===== config.mk =====
export PLATFORM = sky130hd
export DESIGN_NAME = pcrc_out_buf
export DESIGN_NICKNAME = d
export VERILOG_FILES = /design/src/rtl/pcrc_pkg.sv /design/src/rtl/pcrc_out_buf.sv
export VERILOG_INCLUDE_DIRS = /design/src /design/src/rtl
export SDC_FILE = /design/constraint.sdc
export NUM_CORES = 1
export LEC_CHECK = 0
export ABC_AREA = 1
export BUFFER_PORTS_ARGS = -buffer_cell sky130_fd_sc_hd__clkbuf_2
export CORE_MARGIN = 3
export CORE_UTILIZATION = 45
export CTS_CLUSTER_DIAMETER = 100
export CTS_CLUSTER_SIZE = 25
export DETAILED_ROUTE_END_ITERATION = 12
export PLACE_DENSITY = 0.74
export SYNTH_ARGS = -nofsm -noshare
export SYNTH_HDL_FRONTEND = slang
export SYNTH_SLANG_ARGS = --single-unit

===== constraint.sdc =====
create_clock -name i_clk -period 2.3 [get_ports i_clk]
set_clock_uncertainty 0.1 [all_clocks]
set_input_delay 0.46 -clock i_clk [delete_from_list [all_inputs] [get_ports i_clk]]
set_output_delay 0.46 -clock i_clk [all_outputs]
set_load 0.005 [all_outputs]

===== src/rtl/assert_macros.svh =====
// Assertion macros shared by the RTL of the correction unit.
// Define ASSERT_OFF to compile the checks out.
`ifndef ASSERT_MACROS_SVH
`define ASSERT_MACROS_SVH

`ifndef ASSERT_OFF

// The expression must hold at every clock edge outside reset.
`define ASSERT_ALWAYS(label, clk, rst_n, expr) \
    label: assert property (@(posedge clk) disable iff (!rst_n) (expr)) \
        else $error("%m: invariant violated");

// Whenever ante holds, cons must hold in the same cycle.
`define ASSERT_IMPLIES(label, clk, rst_n, ante, cons) \
    label: assert property (@(posedge clk) disable iff (!rst_n) (ante) |-> (cons)) \
        else $error("%m: implication violated");

// Whenever ante holds, cons must hold in the next cycle.
`define ASSERT_NEXT(label, clk, rst_n, ante, cons) \
    label: assert property (@(posedge clk) disable iff (!rst_n) (ante) |=> (cons)) \
        else $error("%m: next-cycle check violated");

`else

`define ASSERT_ALWAYS(label, clk, rst_n, expr)
`define ASSERT_IMPLIES(label, clk, rst_n, ante, cons)
`define ASSERT_NEXT(label, clk, rst_n, ante, cons)

`endif

`endif


===== src/rtl/pcrc_pkg.sv =====
`default_nettype none

package pcrc_pkg;

    localparam int COEF_W     = 32;
    localparam int COL_W      = 13;
    localparam int CFG_IDX_W  = 1;
    localparam int CFG_DATA_W = 8;
    localparam int FRAC_BITS  = 16;
    // Quotient bits kept by the divider; larger quotients are limited anyway.
    localparam int QUO_W      = 34;
    // Width of the signed sum of quotient and offset before clamping.
    localparam int SUM_W      = 36;

    localparam logic OP_LOAD  = 1'b0;
    localparam logic OP_PIXEL = 1'b1;

    localparam logic [CFG_IDX_W-1:0] CFG_NODATA_ENABLE = 1'b0;
    localparam logic [CFG_IDX_W-1:0] CFG_NODATA_VALUE  = 1'b1;

    localparam logic [COEF_W-1:0] VAL_MAX = 32'h7FFF_FFFF;
    localparam logic [COEF_W-1:0] VAL_MIN = 32'h8000_0000;
    localparam logic [QUO_W-1:0]  Q_LIMIT = QUO_W'(1) << (QUO_W - 1);

    typedef struct packed {
        logic [COEF_W-1:0] offset;
        logic [COEF_W-1:0] gain;
        logic [COEF_W-1:0] divisor;
    } t_coef;

    // Per-item data that rides alongside the divider.
    typedef struct packed {
        logic              nd;
        logic              nd_sat;
        logic [COEF_W-1:0] nd_val;
        logic              fault;
        logic              neg;
        logic [COEF_W-1:0] offset;
    } t_side;

    typedef struct packed {
        logic [COEF_W-1:0] value;
        logic              nd;
        logic              fault;
        logic              sat;
    } t_result;

endpackage

`default_nettype wire


===== src/rtl/pcrc_out_buf.sv =====
`default_nettype none
`include "assert_macros.svh"

module pcrc_out_buf
    import pcrc_pkg::*;
(
    input  wire logic    i_clk,
    input  wire logic    i_rst_n,
    input  wire logic    i_push,
    input  wire t_result i_data,
    output logic         o_room,
    output logic         o_valid,
    input  wire logic    i_ready,
    output t_result      o_data
);

    localparam logic [1:0] CNT_FULL = 2'd2;

    t_result    r_entry [0:1];
    logic       r_wr_ptr;
    logic       r_rd_ptr;
    logic [1:0] r_count;
    logic [1:0] n_count;
    logic       w_pop;

    assign w_pop   = o_valid && i_ready;
    assign n_count = r_count + {1'b0, i_push} - {1'b0, w_pop};

    always_ff @(posedge i_clk) begin
        if (!i_rst_n) begin
            r_wr_ptr <= 1'b0;
            r_rd_ptr <= 1'b0;
            r_count  <= '0;
        end else begin
            if (i_push) begin
                r_wr_ptr <= ~r_wr_ptr;
            end
            if (w_pop) begin
                r_rd_ptr <= ~r_rd_ptr;
            end
            r_count <= n_count;
        end
    end

    always_ff @(posedge i_clk) begin
        if (i_push) begin
            r_entry[r_wr_ptr] <= i_data;
        end
    end

    // Room depends on the stored count only, so the receiver's ready never
    // reaches the input side in the same cycle.
    assign o_room  = (r_count != CNT_FULL);
    assign o_valid = (r_count != 2'd0);
    assign o_data  = r_entry[r_rd_ptr];

    `ASSERT_IMPLIES(a_no_push_when_full, i_clk, i_rst_n, r_count == CNT_FULL, !i_push)
    `ASSERT_ALWAYS(a_count_bounded, i_clk, i_rst_n, r_count != 2'd3)

endmodule

`default_nettype wire


Yosys cells after proc, flatten, opt, wreduce, memory -nomap -nowiden
Memory sizes are Yosys's and may differ from the RTL's. A register that Yosys moved wholly into a read port is not among the register bits.
Cells that the tools add are included.
{"block": "totals", "output_inout_bits": 37, "mem_count": 1, "wordCells": 15, "ramBits": 70, "reg_bits": 4, "input_bits": 39}
{"block": "op_classes", "reduce_logical": 2, "n_mux": 4, "n_bitwise": 2, "n_addsub": 2, "n_eq_ne": 1}
{"name": "r_entry", "words": 2, "width": 35, "rd": 1, "rd_clocked_by_memory_dff": 1, "wr": 1, "line": "pcrc_out_buf.sv:19", "source": "t_result r_entry [0:1];"}
{"cell": "$mux 1", "count": 4}
{"cell": "$add 2x1->2", "count": 1}
{"cell": "$ne 2x2->1 const B", "count": 1}
{"cell": "$not 1->1", "count": 2}
{"cell": "$reduce_bool 2->1", "count": 1}
{"cell": "$sub 2x1->2", "count": 1}
{"cell": "$logic_and 1x1->1", "count": 1}

Depth between registers and ports, before layout
{"block": "depth", "word_depth": 4, "mapped_depth": 10, "depth_no_buf": 10}

Worst setup path after synthesis
Ideal clock, no wire load.
{"block": "synth_path", "kind": "in2reg", "from": "input port i_push", "to": "memory r_entry[0][0] in the netlist's numbering, enable pin", "setup_time_ns": 0.428, "stages": 2, "slack_ns": -0.202, "path_buffers": 0, "arrival_ns": 1.974, "required_ns": 1.772, "path_cell_list": "inv_1 -> nor2_1"}
{"block": "synth_via", "elab_chain_len": 2}
{"item": "start: declaration", "line": "pcrc_out_buf.sv:9", "source": "input wire logic i_push,"}
{"item": "$mux 1", "line": "pcrc_out_buf.sv:46", "source": "if (i_push) begin"}
{"item": "$mux 1 (not written as such)", "line": "pcrc_out_buf.sv:47", "source": "r_entry[r_wr_ptr] <= i_data;"}
{"item": "end: declaration", "line": "pcrc_out_buf.sv:19"}
No other way between the ends.

==> flow_summary.json <==
{
  "ys_seq_area_share_pct": 75.5,
  "crit_type": "flip-flop to output port",
  "cts_root_buf": "clkbuf_8",
  "end_kind": "output port",
  "worst_path_largest_cell_delay_ns": 0.37,
  "synth-compound-area-share_pct": 0.172,
  "antennaDiodeCount": 0,
  "ctsResizeCount": 0,
  "post_cts_buffers": 0,
  "fin_cells": 310,
  "hp-class": "primary input to flip-flop",
  "reg2reg_depth": 8,
  "synth_area_leaders": "edfxtp_1, mux2_4, dfxtp_1, buf_12, mux2_2",
  "yosysMostFrequentCell": "edfxtp_1",
  "die_y_um": 86.5,
  "pre_cts_slack_ns": 0.633,
  "viasPerCell": 4.73,
  "synth_edf_count": 70,
  "min_path_cells": 1,
  "grt-ovfl-total": 0,
  "holdCritStartpoint": "i_data[18]",
  "reg2reg_setup_slack_ns": 0.79,
  "synth.ff_latch_count": 75,
  "syn_avg_cell_area_um2": 20.1,
  "layout-drive-gt1-share_pct": 54.5,
  "syn_to_final_growth_pct": 21.4,
  "die_x_um": 86.5,
  "synth-xor-area-share_pct": 0,
  "cp_data_arrival_time_ns": 1.41,
  "dpl_cell_area_um2": 3360,
  "row_count": 28,
  "hold_viol_final": 0,
  "maxCapViolCount": 0,
  "core_um2": 6100,
  "rsz0062_at_grt": "no",
  "n_fill_cell": 487,
  "antenna_found_initial": 0,
  "outcome": "finished clean",
  "htree_levels": 3,
  "dpl.cell_count": 294,
  "cts_tree": "done",
  "fin_ws_ns": 0.332,
  "ctsLongestPathBuffers": 2,
  "synthArstFlopShare_pct": 0,
  "grt_pass1_wl_um": 7140,
  "r2r-end": "r_count[1]$_SDFF_PN0_",
  "design_area_um2": 3540,
  "max_slew_margin_pct": 68.5,
  "start_util_pct": 47.9,
  "path_cells": "buf_12, mux2_2, clkbuf_2",
  "min_period_ns": 1.97,
  "setup_viol": 0,
  "postRouteAntennaNets": 0,
  "grt_pass1_vias": 1547,
  "cp_num_buf_inv": 2,
  "gp_congestion": 0.703,
  "path_max_fanout": 35,
  "cp.required_ns": 1.74,
  "synth_mux_area_share_pct": 17.4,
  "ir_drop_mv": 0.703,
  "yosysWarningCount": 0,
  "synth_cells": 145,
  "synth_nets": 186,
  "drtIter0Drc": 81,
  "worst_pin_slew_ns": 0.473,
  "maxSlewViolCount": 0,
  "dieArea_um2": 7490,
  "critical_path.slowest_cell": "mux2_2",
  "post-route-drc-count": 0,
  "synth_fa_ha_area_share_pct": 0.858,
  "yosys.cell_types.count": 12,
  "portBuffers": 75,
  "p_leak_nw": 1.46,
  "grt_start_max_net_pins": 36,
  "io_pins": 76,
  "grt_usage_pct": 12.8,
  "max_freq_mhz": 508,
  "fin_crit_sh_pct": 85.6,
  "dp_hpwl_um": 3140,
  "powerDensity_nw_per_um2": 920,
  "worstSetupStartpointType": "flip-flop",
  "clk_pin_slew_worst_paths_ns": 0.08,
  "drt-total-wl_um": 4590,
  "yosysTopAreaCellShare_pct": 72.0,
  "final_nets": 271,
  "dr.pass1.iters": 2,
  "vias": 1465,
  "hold_end": "r_entry[1][18]$_DFFE_PP_",
  "cts.sinks": 75,
  "total_power_mw": 3.26,
  "synth_top_area_cell": "edfxtp_1",
  "clock_latency_ns": 0.31,
  "r2r_start": "r_count[1]$_SDFF_PN0_",
  "cp_top_family": "multiplexers",
  "synth_top_family_by_area": "multiplexers",
  "synth_common_cells": "edfxtp_1, mux2_4, nand2_1, nor2_1, inv_1",
  "synth_simple_gate_area_share_pct": 2.66,
  "cts_made_buffers": 9,
  "cts_hold_buf": 0,
  "fin_tns_setup_ns": 0,
  "synthFlopType": "edfxtp_1",
  "wl_per_cell_um": 14.8,
  "netlist_area_um2": 2920
}
## area by class of cell
| type | instances | area, µm² | area share [%] |
|---|---|---|---|
| Clock buffer | 10 | 128 | 3.60 |
| Clock inverter | 6 | 56.3 | 1.59 |
| Inverter | 8 | 30.0 | 0.847 |
| Multi-Input combinational cell | 58 | 622 | 17.5 |
| Sequential cell | 75 | 2200 | 62.2 |
| Tap cell | 75 | 93.8 | 2.65 |
| Timing Repair Buffer | 78 | 410 | 11.6 |
## state kept, by name, indices dropped and copies added (netlist names), named ones only
register and flops:
r_count 2, r_entry 70, r_rd_ptr 1, r_wr_ptr 1
## layout by cell type (no fill, tap or decap)
| cell type | instances |
|---|---|
| ha_1 | 2 |
| dfxtp_2 | 1 |
| clkinv_1 | 2 |
| mux2_2 | 5 |
| buf_12 | 1 |
| bufinv_16 | 1 |
| nor2_1 | 8 |
| a21oi_1 | 1 |
| clkbuf_1 | 1 |
| mux2_4 | 30 |
| inv_1 | 8 |
| buf_4 | 2 |
| edfxtp_1 | 70 |
| clkinv_4 | 1 |
| clkbuf_8 | 9 |
| nor2_4 | 1 |
| nand2_1 | 9 |
| clkinv_2 | 2 |
| clkbuf_2 | 75 |
| dfxtp_1 | 4 |
| nand3_1 | 2 |
## worst reg2reg max path, delay by kind of cell, from the launching register on
family / cells / cell delay (ns)
fa+ha+maj: 2 / 0.40
flops: 1 / 0.38
simple gates: 4 / 0.33
compound gates: 1 / 0.15
buf+inv: 1 / 0.06
## through the flow
stage | hold slack (ns) | utilization, %
global placement | 0.393 | 55.1
floorplan | 0.367 | -
detailed placement | 0.399 | 55.1
finish | 0.227 | 58.1
CTS | 0.212 | 58.1
global route | 0.201 | 58.1
## how the worst max path moves through the flow
stage / from / end / slack, ns / cells past startpoint
final: flip-flop / o_data[1] / 0.33 / 3
after global routing: flip-flop / o_data[1] / 0.25 / 3
after CTS: flip-flop / o_data[1] / 0.30 / 3
after detailed placement: i_ready / r_count[1]$_SDFF_PN0_ / 0.63 / 11
after global placement: flip-flop / o_data[34] / 0.67 / 3
after floorplan: i_push / r_entry[0][0]$_DFFE_PP_ / 0.40 / 2
## report_power, final
group / switching, mW / internal [mW] / total, mW
combinational: 0.312 / 0.392 / 0.705
sequential: 0.0366 / 1.60 / 1.63
clock: 0.431 / 0.493 / 0.923
total: 0.780 / 2.48 / 3.26
## logic make-up (layout without fill, tap and decap cells)
kind of cell	after synthesis	in the layout
DFF	75	75
buffers and inverters	12	102
muxes	35	35
and+or+nand+nor	20	20
AOI/OAI and AO/OA	1	1
adders and majority gates	2	2
## layer usage
layer	vias to the layer above	track usage (%)	share of wire [%]
met5	-	0	0
met4	0	6.52	1.4
met3	5	2.85	5.1
met2	38	22.3	55
met1	711	14.9	39
li1	711	-	-
(Power assumes the default switching activity.)
